### src/sv/imufp_pkg.sv
// imufp_pkg: shared constants and types for the IMU frame parser.
// No dependencies; used by every module of the block.
`default_nettype none

package imufp_pkg;

  localparam logic [7:0] HDR_BYTE  = 8'h5A;
  localparam logic [7:0] TYPE_RATE = 8'hAA;
  localparam logic [7:0] TYPE_YAW  = 8'hBB;

  localparam int RAW_W    = 16;
  localparam int SCALED_W = 20;
  localparam int TDATA_W  = 40;  // raw + scaled (36 bits) padded to bytes

  // Position within a frame: bytes taken so far
  localparam logic [2:0] POS_HDR  = 3'd0;
  localparam logic [2:0] POS_TYPE = 3'd1;
  localparam logic [2:0] POS_LOW  = 3'd2;
  localparam logic [2:0] POS_HIGH = 3'd3;
  localparam logic [2:0] POS_SUM  = 3'd4;

  localparam logic KIND_RATE = 1'b0;
  localparam logic KIND_YAW  = 1'b1;

  typedef struct packed {
    logic                    ok;    // good frame completes on this byte
    logic                    kind;  // KIND_RATE or KIND_YAW
    logic signed [RAW_W-1:0] raw;
  } frame_t;

endpackage

`default_nettype wire

### src/sv/imufp_framer.sv
// imufp_framer: byte counter and frame byte stores; flags a good frame
// on the checksum byte. Depends on imufp_pkg.
`default_nettype none

module imufp_framer (
  input  wire logic            clk,
  input  wire logic            rst_n,
  input  wire logic            byte_vld,
  input  wire logic [7:0]      byte_data,
  output imufp_pkg::frame_t    frame
);

  logic [2:0] count_r, count_nxt;
  logic [7:0] type_r;
  logic [7:0] low_r;
  logic [7:0] high_r;
  logic [7:0] sum;
  logic       type_known;

  always_comb begin
    count_nxt = count_r;
    if (byte_vld) begin
      unique case (count_r)
        imufp_pkg::POS_HDR:  count_nxt = (byte_data == imufp_pkg::HDR_BYTE)
                                         ? imufp_pkg::POS_TYPE : imufp_pkg::POS_HDR;
        imufp_pkg::POS_TYPE: count_nxt = imufp_pkg::POS_LOW;
        imufp_pkg::POS_LOW:  count_nxt = imufp_pkg::POS_HIGH;
        imufp_pkg::POS_HIGH: count_nxt = imufp_pkg::POS_SUM;
        default:             count_nxt = imufp_pkg::POS_HDR;  // checksum byte ends the frame
      endcase
    end
  end

  always_ff @(posedge clk) begin
    if (!rst_n) begin
      count_r <= imufp_pkg::POS_HDR;
    end else begin
      count_r <= count_nxt;
    end
  end

  // Byte stores need no reset: each is written before the checksum reads it
  always_ff @(posedge clk) begin
    if (byte_vld && count_r == imufp_pkg::POS_TYPE) begin
      type_r <= byte_data;
    end
    if (byte_vld && count_r == imufp_pkg::POS_LOW) begin
      low_r <= byte_data;
    end
    if (byte_vld && count_r == imufp_pkg::POS_HIGH) begin
      high_r <= byte_data;
    end
  end

  assign sum        = imufp_pkg::HDR_BYTE + type_r + low_r + high_r;
  assign type_known = (type_r == imufp_pkg::TYPE_RATE) || (type_r == imufp_pkg::TYPE_YAW);

  always_comb begin
    frame.ok   = byte_vld && (count_r > imufp_pkg::POS_HIGH) && type_known
                 && (sum == byte_data);
    frame.kind = (type_r == imufp_pkg::TYPE_YAW) ? imufp_pkg::KIND_YAW
                                                 : imufp_pkg::KIND_RATE;
    frame.raw  = {high_r, low_r};
  end

endmodule

`default_nettype wire

### src/sv/imufp_scaler.sv
// imufp_scaler: converts the raw sensor word to fixed point with 8
// fraction bits, rounded toward negative infinity. Depends on imufp_pkg.
`default_nettype none

module imufp_scaler (
  input  wire logic                                  kind,
  input  wire logic signed [imufp_pkg::RAW_W-1:0]    raw,
  output logic signed [imufp_pkg::SCALED_W-1:0]      scaled
);

  // rate: raw*2000/32768*256 = raw*125/8 ; yaw: raw*180/32768*256 = raw*45/32
  logic signed [22:0] rate_prod;
  logic signed [22:0] rate_shr;
  logic signed [21:0] yaw_prod;
  logic signed [21:0] yaw_shr;

  assign rate_prod = 23'(raw) * 23'sd125;
  assign rate_shr  = rate_prod >>> 3;  // arithmetic shift floors
  assign yaw_prod  = 22'(raw) * 22'sd45;
  assign yaw_shr   = yaw_prod >>> 5;

  always_comb begin
    unique case (kind)
      imufp_pkg::KIND_YAW: scaled = yaw_shr[imufp_pkg::SCALED_W-1:0];
      default:             scaled = rate_shr[imufp_pkg::SCALED_W-1:0];
    endcase
  end

endmodule

`default_nettype wire

### src/sv/imu_frame_parser.sv
// imu_frame_parser: top level; byte stream in, scaled rate/yaw results out.
// Depends on imufp_pkg, imufp_framer and imufp_scaler.
//
//   channel | ports           | payload
//   --------+-----------------+-----------------------------------------------
//   input   | in_tvalid/tready| tdata[7:0] rx_byte
//   result  | out_tvalid/ready| tdata[15:0] raw_value, [35:16] scaled_value;
//           |                 | tuser value_kind
//
// Cycles: one byte is taken per cycle while in_tready is high; a result
// appears in the cycle after the checksum byte of a good frame is taken.
// The path from stored frame bytes through one constant multiply into the
// result register sets the timing; everything else is a byte compare.
// Stalls: the result register holds until taken; input is accepted while the
// register is empty or being drained in the same cycle.
// Reset: synchronous, active low; clears the byte counter and result valid.
`default_nettype none

module imu_frame_parser (
  input  wire logic                            clk,
  input  wire logic                            rst_n,
  input  wire logic                            in_tvalid,
  output logic                                 in_tready,
  input  wire logic [7:0]                      in_tdata,   // [7:0] rx_byte
  output logic                                 out_tvalid,
  input  wire logic                            out_tready,
  output logic [imufp_pkg::TDATA_W-1:0]        out_tdata,  // [15:0] raw_value,
                                                           // [35:16] scaled_value
  output logic                                 out_tuser   // value_kind
);

  imufp_pkg::frame_t frame;

  logic                                   in_xfer;
  logic                                   out_valid_r, out_valid_nxt;
  logic                                   out_kind_r;
  logic signed [imufp_pkg::RAW_W-1:0]     out_raw_r;
  logic signed [imufp_pkg::SCALED_W-1:0]  out_scaled_r;
  logic signed [imufp_pkg::SCALED_W-1:0]  scaled;

  // Accept while the result register is free or emptied this cycle
  assign in_tready = !out_valid_r || out_tready;
  assign in_xfer   = in_tvalid && in_tready;

  imufp_framer u_framer (
    .clk       (clk),
    .rst_n     (rst_n),
    .byte_vld  (in_xfer),
    .byte_data (in_tdata),
    .frame     (frame)
  );

  imufp_scaler u_scaler (
    .kind   (frame.kind),
    .raw    (frame.raw),
    .scaled (scaled)
  );

  always_comb begin
    out_valid_nxt = out_valid_r;
    if (out_valid_r && out_tready) begin
      out_valid_nxt = 1'b0;
    end
    if (frame.ok) begin
      out_valid_nxt = 1'b1;
    end
  end

  always_ff @(posedge clk) begin
    if (!rst_n) begin
      out_valid_r <= 1'b0;
    end else begin
      out_valid_r <= out_valid_nxt;
    end
  end

  // Load payload only on a good frame; hold otherwise
  always_ff @(posedge clk) begin
    if (frame.ok) begin
      out_kind_r   <= frame.kind;
      out_raw_r    <= frame.raw;
      out_scaled_r <= scaled;
    end
  end

  assign out_tvalid = out_valid_r;
  assign out_tuser  = out_kind_r;
  assign out_tdata  = {4'b0000, out_scaled_r, out_raw_r};

endmodule

`default_nettype wire

### config.mk
export PLATFORM = sky130hd
export DESIGN_NAME = imu_frame_parser
export DESIGN_NICKNAME = d
export VERILOG_FILES = /design/src/sv/imufp_pkg.sv /design/src/sv/imufp_framer.sv /design/src/sv/imufp_scaler.sv /design/src/sv/imu_frame_parser.sv
export SDC_FILE = /design/constraint.sdc
export NUM_CORES = 1
export LEC_CHECK = 0
export BUFFER_PORTS_ARGS = -buffer_cell sky130_fd_sc_hd__buf_4
export CAP_MARGIN = 20
export CORE_ASPECT_RATIO = 0.7
export CORE_MARGIN = 2
export CORE_UTILIZATION = 33
export DETAILED_ROUTE_END_ITERATION = 10
export SYNTH_ARGS = -nofsm -noshare
export SYNTH_HDL_FRONTEND = slang
export SYNTH_HIERARCHICAL = 1
export SYNTH_SLANG_ARGS = --single-unit
### constraint.sdc
create_clock -name clk -period 9.4 [get_ports clk]
set_clock_uncertainty 0.2 [all_clocks]
set_input_delay 1.41 -clock clk [delete_from_list [all_inputs] [get_ports clk]]
set_output_delay 1.41 -clock clk [all_outputs]
set_load 0.1 [all_outputs]
==> results.toml, run 1 <==
[power]
p_sw_w = 0.000163
p_sw_share_pct = 24.2
internal_power_w = 0.000513
p_comb_share_pct = 5.0
p_clk_share_pct = 48.6
share_seq_of_total_power_pct = 46.4
p_leak_nw = 4.29
worst_ir_drop_vdd_uv = 74.3
power_w = 0.000677
power_per_cell_area_nw_per_um2 = 76.1

[sta]
finalHoldViolations = 0
clock.fmax_mhz = 185
max-slew-margin-rel_pct = 52.3
tns_ns = 0
finalSetupViolations = 0
rsz0062_at_grt = "false"
finalMaxSlewViolations = 0
final.period_utilization_pct = 57.7
worst_pin_slew_ns = 0.716
layout_min_cycle_time_ns = 5.42

[synthesis]
yosysTopAreaCell = "edfxtp_1"
ys_async_sr_fraction_pct = 0
ys_warn_count = 6
synth_top_area_share_pct = 23.4
synth-seq-area-share_pct = 24.4
synth_edf_count = 61
synth_cell_types = 67
syn_avg_cell_area_um2 = 10.3
syn-cell-area_um2 = 7840
syn_inst = 765
synth_area_leaders = "edfxtp_1 23%, fa_1 22%, ha_1 18%"
synth_top_flop_cell = "edfxtp_1"
synth-seq-cells = 65

[drt]
routedWlPerCell_um = 15.4
drc_errors = 0
via_per_inst = 4.60
drt_iter0_drc = 439
first_pass_iters = 7
wl_mm = 17.7
ant_nets = 0
vias = 5276

[global_route]
gr-total-overflow = 0
grt_pass1_wl_mm = 29.6
antenna_found_initial = 0
grt_max_degree = 35
track_usage_pct = 15.3
grt_pass1_vias = 5396

[finish]
area_growth_pct = 13.3
final_nets = 1035
fill_cells = 2308
drive_gt1_share_pct = 11.0
n_antenna_cell = 0
fin_area_um2 = 8890

[clock_network]
cts_tree = "done"
cts.clk_slew.worst_paths_ns = 0.07
post_cts_buffers = 0
root_buffer = "clkbuf_16"
htreeDepth = 3
numCtsBuffers = 9
clk-insertion-delay-late_ns = 0.36
cts.path.max_buffers = 2
cts.sinks = 65
hold_buffers = 0
cts_resized = 0

[floorplanning]
die_x_um = 188
io-pin-count = 55
dieArea_um2 = 25000
fp.coreArea_um2 = 23500
die_h_um = 133
num_rows = 47
initial_utilization_pct = 33.4

[status]
outcome = "finished clean"

[placed_design]
dpl_cell_area_um2 = 8610
gp_congestion = 0.885
post-dp-hpwl_mm = 14.5
io_buffers = 50

[worst_setup_path]
crit_fanout = 16
cp_slowest_cell = "edfxtp_1"
crit_family = "adder cells"
required_ns = 9.38
crit_buf_inv = 4
path_cells = "inv_1 -> fa_1 -> inv_1 -> fa_1 -> fa_1 -> inv_1 -> fa_1 -> inv_1 -> ha_1 -> and3_1 -> nand4_1 -> o31ai_2 -> a21oi_1 -> o21a_1 -> o31ai_1"
end_kind = "flop"
critPathKind = "reg2reg"
critPathLaunchType = "flop"
max_stage_delay_ns = 0.81
arrival_ns = 5.40

[worst_hold_path]
hp-class = "reg2reg"

[flow_run]
maxCapViolations = 0
cell usage after synthesis (2+ instances only):
cell type / number
a221oi_1: 2
a31oi_1: 3
clkbuf_1: 4
nand3b_1: 2
a21oi_1: 39
nand2_1: 22
and2_1: 5
a21o_1: 19
xor2_1: 20
nand2b_1: 4
o22ai_1: 2
o21a_1: 5
nand3_1: 7
xnor2_1: 42
mux2_2: 5
inv_1: 209
buf_4: 4
nor3b_1: 2
dfxtp_1: 4
nor2b_1: 8
edfxtp_1: 61
fa_1: 86
and3_1: 5
ha_1: 114
mux2i_1: 5
o21ai_0: 13
o211ai_1: 2
o21ai_1: 4
nor2_1: 19
nand4_1: 7
and4_1: 3
nor3_1: 3
flip-flops by register name, summed over array words and instances, names as in the netlist:
signal / count
out_tuser: 1
u_framer/type_r: 8
u_framer/low_r: 8
u_framer/count_r: 3
out_raw_r: 16
out_tvalid: 1
u_framer/high_r: 8
out_scaled_r: 20
power groups by stage:
stage | clock, W | combinational, W | sequential (W)
after floorplan | 0 | 0.0000247 | 0.000320
after global placement | 0 | 0.0000338 | 0.000320
after detailed placement | 0 | 0.0000339 | 0.000320
after CTS | 0.000335 | 0.0000340 | 0.000314
after global routing | 0.000345 | 0.0000375 | 0.000314
final | 0.000329 | 0.0000339 | 0.000314
metrics by stage:
| step | cells | util (%) | setup WS [ns] | hold WS (ns) |
|---|---|---|---|---|
| floorplan | 768 | - | 2.14 | 0.339 |
| global placement | 1130 | 36.7 | 4.12 | 0.305 |
| detailed placement | 1130 | 36.7 | 3.99 | 0.296 |
| CTS | 1146 | 37.9 | 3.97 | 0.310 |
| global route | 1146 | 37.9 | 3.65 | 0.327 |
| finish | 1146 | 37.9 | 3.98 | 0.308 |
placed cells by master, fill, tap and decap left out, types with 3 or more instances in the layout:
cell	netlist	layout
and4_1	3	3
a31oi_1	3	3
and3_1	5	5
clkbuf_16	0	9
nor2_1	19	19
xnor2_1	42	42
nor2b_1	8	8
fa_1	86	86
nand3_1	7	7
o21ai_1	4	4
a21oi_1	39	39
dfxtp_1	4	4
xor2_1	20	20
edfxtp_1	61	61
mux2_2	5	5
mux2i_1	5	5
nand2_1	22	22
conb_1	1	4
and2_1	5	5
buf_4	4	54
inv_1	209	209
nand2b_1	4	4
o21ai_0	13	13
ha_1	114	114
o21a_1	5	5
a21o_1	19	19
nand4_1	7	7
final cells by class:
type | count | area [um^2] | share of cell area [%]
Multi-Input combinational cell | 483 | 5110 | 57.5
Inverter | 210 | 788 | 8.87
Clock buffer | 12 | 246 | 2.77
Tap cell | 318 | 398 | 4.48
Sequential cell | 65 | 1910 | 21.5
Clock inverter | 4 | 28.8 | 0.324
Timing Repair Buffer | 54 | 405 | 4.56
kinds of logic (layout without fill, tap and decap cells):
kind of cell | Yosys count | in the layout | share of synthesized area (%)
adder cells (fa/ha/maj) | 200 | 200 | 40.1
AO/OA/AOI/OAI | 112 | 112 | 9.89
multiplexers | 10 | 10 | 1.36
XOR/XNOR | 62 | 62 | 6.92
flip-flops | 65 | 65 | 24.4
other | 1 | 4 | 0.0478
buffers and inverters | 220 | 280 | 10.8
AND/OR/NAND/NOR | 95 | 95 | 6.52
layer usage:
layer | up-vias | share of wire (%) | GRT usage [%]
li1 | 2580 | - | -
met1 | 2539 | 57 | 25.5
met2 | 145 | 36 | 19.5
met3 | 12 | 6.1 | 3.34
met4 | 0 | 0.63 | 2.71
met5 | - | 0 | 0
worst paths after layout:
check,cells past startpoint,from,slack [ns],end
worst max register to register,15,u_framer/high_r[7]$_DFFE_PP_,3.98,out_scaled_r[19]$_DFFE_PP_
worst min-delay path,2,out_tvalid$_SDFFE_PN0P_,0.31,out_tvalid$_SDFFE_PN0P_
worst min register to register,2,out_tvalid$_SDFFE_PN0P_,0.31,out_tvalid$_SDFFE_PN0P_
worst max-delay path,15,u_framer/high_r[7]$_DFFE_PP_,3.98,out_scaled_r[19]$_DFFE_PP_
worst register-to-register path, cell delays in order, from the launching register on:
cell,delay [ns]
edfxtp_1,0.81
inv_1,0.39
fa_1,0.58
inv_1,0.05
fa_1,0.46
fa_1,0.55
inv_1,0.05
fa_1,0.52
inv_1,0.04
ha_1,0.43
and3_1,0.22
nand4_1,0.15
o31ai_2,0.28
a21oi_1,0.13
o21a_1,0.18
o31ai_1,0.22
Power figures use the tool's default switching activity.
==> inputs of run 2 (changes only) <==
==> constraint.sdc (replaced) <==
create_clock -name clk -period 4.9 [get_ports clk]
set_clock_uncertainty 0.2 [all_clocks]
set_input_delay 0.735 -clock clk [delete_from_list [all_inputs] [get_ports clk]]
set_output_delay 0.735 -clock clk [all_outputs]
set_load 0.1 [all_outputs]
==> run 2 against run 1 <==
Effect of this change: flip-flop and latch count did not move; via count is 2.7% higher; register-to-register slack lost 3.8 ns; cell count increased by 3.7%; core utilization rose by 1.9 points; maximum frequency grew 14%; critical path type unchanged.
==> results.toml, run 2 (synthesized netlist as in run 1, its figures left out) <==
[status]
outcome = "finished clean"

[global_route]
track_usage_pct = 16.1
gr-total-overflow = 0
antenna_found_initial = 1
grt_pass1_wl_mm = 30.9
grt_pass1_vias = 5651
grt_max_degree = 35

[finish]
area_growth_pct = 18.9
final_nets = 1077
final_cell_mix = "201 x inv_1, 110 x ha_1, 95 x buf_4"
largest_reg_flops = 20
fin_cells = 1188
final_common_cell = "inv_1"
top_register = "out_scaled_r"
fill_cells = 2300
reg_top3 = "out_scaled_r (20), out_raw_r (16)"
drive_gt1_share_pct = 17.8
n_antenna_cell = 0

[worst_hold_path]
hp-class = "reg2reg"

[worst_setup_path]
arrival_ns = 4.64
crit_buf_inv = 2
cp-startpoint = "u_framer/low_r[1]$_DFFE_PP_"
crit_fanout = 6
cp_slowest_cell = "fa_1"
reg2reg_to = "out_scaled_r[13]$_DFFE_PP_"
rrSetupSlack_ns = 0.16
critPathKind = "reg2reg"
crit_top_cell = "fa_1"
worst-path-stages = 14
r2r_start = "u_framer/low_r[1]$_DFFE_PP_"
crit_family = "adder cells"
crit_path_end = "out_scaled_r[13]$_DFFE_PP_"
path_cells = "buf_4 -> fa_1 -> ha_1 -> ha_1 -> fa_1 -> inv_1 -> fa_1 -> nand2b_1 -> a21oi_2 -> a211oi_2 -> o21a_2 -> nor2_1 -> mux2_2 -> a22o_1"
end_kind = "flop"
max_stage_delay_ns = 0.58
critPathLaunchType = "flop"
required_ns = 4.80
r2r_cells = 14

[drt]
vias = 5420
wl_mm = 18.8
first_pass_iters = 5
routedWlPerCell_um = 15.8
ant_nets = 0
drt_iter0_drc = 341
via_per_inst = 4.56
drc_errors = 0

[power]
power_per_cell_area_nw_per_um2 = 144
worst_ir_drop_vdd_uv = 178
power_w = 0.00134
p_leak_nw = 4.51

[floorplanning]
io-pin-count = 55
die_h_um = 133
fp.coreArea_um2 = 23500
dieArea_um2 = 25000
die_x_um = 188
initial_utilization_pct = 33.4
num_rows = 47

[placed_design]
place_inst = 1165
post-dp-hpwl_mm = 15.4
io_buffers = 50
gp_congestion = 0.912

[clock_network]
htreeDepth = 3
cts_tree = "done"
cts.path.max_buffers = 2
cts.sinks = 65
hold_buffers = 0
clk-insertion-delay-late_ns = 0.36
cts.clk_slew.worst_paths_ns = 0.06
root_buffer = "clkbuf_16"
numCtsBuffers = 9

[sta]
rsz0062_at_grt = "true"
clock.fmax_mhz = 211
finalHoldViolations = 0
finalMaxSlewViolations = 0
final.period_utilization_pct = 96.7
finalSetupViolations = 0
tns_ns = 0
layout_min_cycle_time_ns = 4.74

[flow_run]
maxCapViolations = 0
-- run 2: changes by cell type in the layout (fill, tap and decap cells not counted), sizes merged --
| cell | change |
|---|---|
| buf | +42 |
| bufinv | +1 |
| clkbuf | -2 |
| clkinv | +3 |
| clkinvlp | -2 |
-- run 2: worst min-delay path: stages (launching register included) --
cell and delay [ns]:
dfxtp_1 0.34, nand2b_4 0.09, a21boi_2 0.05
-- run 2: what timing repair did --
item | in CTS | in global routing
endpoints found under the setup margin | 0 | 10
resized for setup | 0 | 21
buffers inserted | 0 | 7
-- run 2: cell type report --
| class | instances | area (um^2) | area share [%] |
|---|---|---|---|
| Inverter | 210 | 788 | 8.45 |
| Clock buffer | 10 | 229 | 2.45 |
| Tap cell | 318 | 398 | 4.27 |
| Timing Repair Buffer | 96 | 733 | 7.86 |
| Multi-Input combinational cell | 483 | 5200 | 55.8 |
| Sequential cell | 65 | 1910 | 20.5 |
| Clock inverter | 6 | 66.3 | 0.711 |
-- run 2: worst min path at each step --
stage                                     startpoint                                to  depth (start not counted)
finish                       out_tvalid$_SDFFE_PN0P_           out_tvalid$_SDFFE_PN0P_                          2
floorplan           u_framer/count_r[2]$_SDFFE_PN0P_  u_framer/count_r[1]$_SDFFE_PN0P_                          2
detailed placement           out_tvalid$_SDFFE_PN0P_           out_tvalid$_SDFFE_PN0P_                          2
CTS                          out_tvalid$_SDFFE_PN0P_           out_tvalid$_SDFFE_PN0P_                          2
global placement             out_tvalid$_SDFFE_PN0P_           out_tvalid$_SDFFE_PN0P_                          2
global route                 out_tvalid$_SDFFE_PN0P_           out_tvalid$_SDFFE_PN0P_                          2
-- run 2: power breakdown --
group | internal [W] | switching (W)
combinational | 0.0000260 | 0.0000444
clock | 0.000396 | 0.000273
sequential | 0.000603 | 0.000000199
-- run 2: through the flow --
stage	worst slack, ns	instance area (um^2)	hold WS [ns]	util, %
2_1_floorplan	0.0466	7870	0.339	-
3_3_place_gp	-0.0149	8900	0.304	37.9
3_5_place_dp	0.0304	8900	0.308	37.9
4_1_cts	0.0263	9190	0.323	39.2
5_1_grt	-0.0112	9330	0.340	39.8
6_report	0.160	9330	0.317	39.8
-- run 2: layer usage --
layer	track usage [%]	share of wire, %	vias up
met5	0	0	-
met4	3.02	0.79	0
met3	3.77	5.7	13
met2	21.0	36	142
met1	26.2	57	2601
li1	-	-	2664
==> inputs of run 3 (changes only) <==
--- a/config.mk
+++ b/config.mk
@@ -5,6 +5,7 @@
 export SDC_FILE = /design/constraint.sdc
 export NUM_CORES = 1
 export LEC_CHECK = 0
+export ABC_AREA = 1
 export BUFFER_PORTS_ARGS = -buffer_cell sky130_fd_sc_hd__buf_4
 export CAP_MARGIN = 20
 export CORE_ASPECT_RATIO = 0.7
==> run 3 against run 2 <==
Effect of this change: sequential power is essentially flat; area after synthesis grew 7.2%; flip-flop and latch count is the same; core utilization shrank 0.88 points; register-to-register slack gained 0.12 ns; maximum frequency grew 2.5%; first-iteration DRC count grew 35%; setup slack gained 0.12 ns; largest power group unchanged; highest routed layer unchanged.
==> results.toml, run 3 <==
[synthesis]
yosysMostFrequentCell = "inv_1"
ys_async_sr_fraction_pct = 0
netlist_top_cells_count = "279 x inv_1, 182 x nand2_1, 114 x ha_1"
yosysTopAreaCell = "edfxtp_1"
syn-cell-area_um2 = 8410
synth_edf_count = 61
synth_area_leaders = "edfxtp_1 22%, fa_1 20%, ha_1 17%"
synth_top_area_share_pct = 21.8
ys_warn_count = 6
synth_cell_types = 38
synth_top_flop_cell = "edfxtp_1"
syn_inst = 1012
syn_avg_cell_area_um2 = 8.31
synth-seq-area-share_pct = 22.7
synth-seq-cells = 65

[finish]
top_register = "out_scaled_r"
final_common_cell = "inv_1"
final_util_pct = 38.9
multi_input_area_um2 = 5390
fin_area_um2 = 9660
area_growth_pct = 14.9
n_antenna_cell = 0
final_nets = 1302
fill_cells = 2549
reg_top3 = "out_scaled_r (20), out_raw_r (16)"
largest_reg_flops = 20
drive_gt1_share_pct = 11.1
final_cell_mix = "279 x inv_1, 182 x nand2_1, 114 x ha_1"
seq_area_um2 = 1910

[worst_setup_path]
crit_top_cell = "inv_1"
end_kind = "flop"
required_ns = 4.79
path_cells = "inv_1 -> fa_1 -> inv_1 -> fa_1 -> fa_1 -> inv_1 -> fa_1 -> inv_1 -> ha_1 -> nand2_1 -> inv_1 -> a21oi_1 -> nand3_2 -> nand2_1 -> nand3b_1 -> nand3_1 -> nand2_1"
r2r_start = "u_framer/high_r[2]$_DFFE_PP_"
max_stage_delay_ns = 0.55
reg2reg_to = "out_scaled_r[15]$_DFFE_PP_"
cp_slowest_cell = "fa_1"
arrival_ns = 4.52
rrSetupSlack_ns = 0.28
crit_buf_inv = 5
r2r_cells = 17
crit_family = "adder cells"
critPathLaunchType = "flop"
worst-path-stages = 17
critPathKind = "reg2reg"
crit_fanout = 5

[clock_network]
post_cts_buffers = 0
cts.sinks = 65
cts.clk_slew.worst_paths_ns = 0.06
cts_tree = "done"
cts.path.max_buffers = 2
cts_resized = 0
root_buffer = "clkbuf_16"
hold_buffers = 0
htreeDepth = 3
numCtsBuffers = 9
clk-insertion-delay-late_ns = 0.35

[sta]
finalHoldViolations = 0
finalSetupViolations = 0
final.period_utilization_pct = 94.4
max-slew-margin-rel_pct = 29.8
tns_ns = 0
worst_pin_slew_ns = 1.05
finalMaxSlewViolations = 0
layout_min_cycle_time_ns = 4.62
clock.fmax_mhz = 216
rsz0062_at_grt = "false"
fin_ws_ns = 0.275

[floorplanning]
io-pin-count = 55
dieArea_um2 = 26800
initial_utilization_pct = 33.8
die_x_um = 195
num_rows = 48
die_h_um = 138
fp.coreArea_um2 = 24900

[global_route]
grt_use_met2_pct = 25.3
grt_busiest_layer = "met2"
grt_pass1_wl_mm = 34.4
met1_usage_pct = 25.1
gr-total-overflow = 0
met3_usage_pct = 3.04
antenna_found_initial = 0
track_usage_pct = 16.7
grt_pass1_vias = 6519
grt_max_degree = 39

[status]
outcome = "finished clean"

[worst_hold_path]
whs_endpoint = "out_tvalid$_SDFFE_PN0P_"
hold_start = "out_tvalid$_SDFFE_PN0P_"
hp-class = "reg2reg"
hold-path-cell-count = 2

[drt]
wl_mm = 20.7
routedWlPerCell_um = 14.6
ant_nets = 0
first_pass_iters = 5
drt_iter0_drc = 461
drc_errors = 0
via_per_inst = 4.63
vias = 6569

[placed_design]
io_buffers = 50
gp_congestion = 0.902
dpl_cell_area_um2 = 9330
pre_cts_ws_ns = 0.388
post-dp-hpwl_mm = 17.1

[power]
power_per_cell_area_nw_per_um2 = 142
worst_ir_drop_vdd_uv = 140
p_leak_nw = 5.15
power_w = 0.00137

[flow_run]
maxCapViolations = 0
-- run 3: cell types whose count changed in the layout (fill, tap and decap cells not counted), moves of 8 or more --
cell,delta
a21oi_1,+10
buf_4,-25
inv_1,+78
nand2_1,+160
nand2_2,+8
nand3_1,+45
nor2_1,+39
nor2b_1,-8
o21ai_0,+8
xnor2_1,-31
-- run 3: layout make-up --
| cell class | instances | area share [%] |
|---|---|---|
| timing repair buffer | 72 | 5.72 |
| inverter | 286 | 11.1 |
| tap | 325 | 4.21 |
| clock buffer | 9 | 2.33 |
| multi-input combinational | 656 | 55.8 |
| sequential | 65 | 19.8 |
| clock inverter | 7 | 1.04 |
-- run 3: logic make-up (layout without fill, tap and decap cells) --
logic type | Yosys count | count (layout) | share of synthesized area, %
and+or+nand+nor | 332 | 332 | 17.3
buffers and inverters | 294 | 374 | 13.4
adders and majority gates | 200 | 200 | 37.4
AOI/OAI and AO/OA | 95 | 95 | 6.44
DFF | 65 | 65 | 22.7
xor gates and xnor gates | 24 | 24 | 2.50
other | 1 | 4 | 0.0446
muxes | 1 | 1 | 0.119
-- run 3: report_power, final --
part | leakage (nW) | internal, W | switching (W)
Sequential | 0.582 | 0.000601 | 0.0000000792
Clock | 0.161 | 0.000451 | 0.000267
Combinational | 4.41 | 0.0000132 | 0.0000353
-- run 3: per-stage QoR --
stage	hold slack (ns)	cells
2_1_floorplan	0.332	1015
3_3_place_gp	0.292	1403
3_5_place_dp	0.297	1403
4_1_cts	0.307	1419
5_1_grt	0.337	1420
6_report	0.300	1420
-- run 3: worst register-to-register path: stages (launching register included) --
cell,delay [ns]
edfxtp_1,0.40
inv_1,0.25
fa_1,0.46
inv_1,0.08
fa_1,0.44
fa_1,0.55
inv_1,0.05
fa_1,0.53
inv_1,0.04
ha_1,0.37
nand2_1,0.22
inv_1,0.07
a21oi_1,0.17
nand3_2,0.16
nand2_1,0.13
nand3b_1,0.09
nand3_1,0.09
nand2_1,0.08
-- run 3: worst max path at each step --
stage | from | end | slack [ns]
after detailed placement | u_framer/high_r[3]$_DFFE_PP_ | out_scaled_r[15]$_DFFE_PP_ | 0.39
final | u_framer/high_r[2]$_DFFE_PP_ | out_scaled_r[15]$_DFFE_PP_ | 0.28
after global placement | u_framer/high_r[2]$_DFFE_PP_ | out_scaled_r[19]$_DFFE_PP_ | 0.43
after global routing | u_framer/high_r[2]$_DFFE_PP_ | out_scaled_r[15]$_DFFE_PP_ | 0.07
after CTS | u_framer/high_r[2]$_DFFE_PP_ | out_scaled_r[15]$_DFFE_PP_ | 0.33
after floorplan | u_framer/high_r[7]$_DFFE_PP_ | out_scaled_r[19]$_DFFE_PP_ | 0.46
-- run 3: per-layer routing --
metal / wire (um) / part of all wire, %
met1: 10800 / 52
met2: 8540 / 41
met3: 1170 / 5.7
met4: 165 / 0.80
met5: 0 / 0
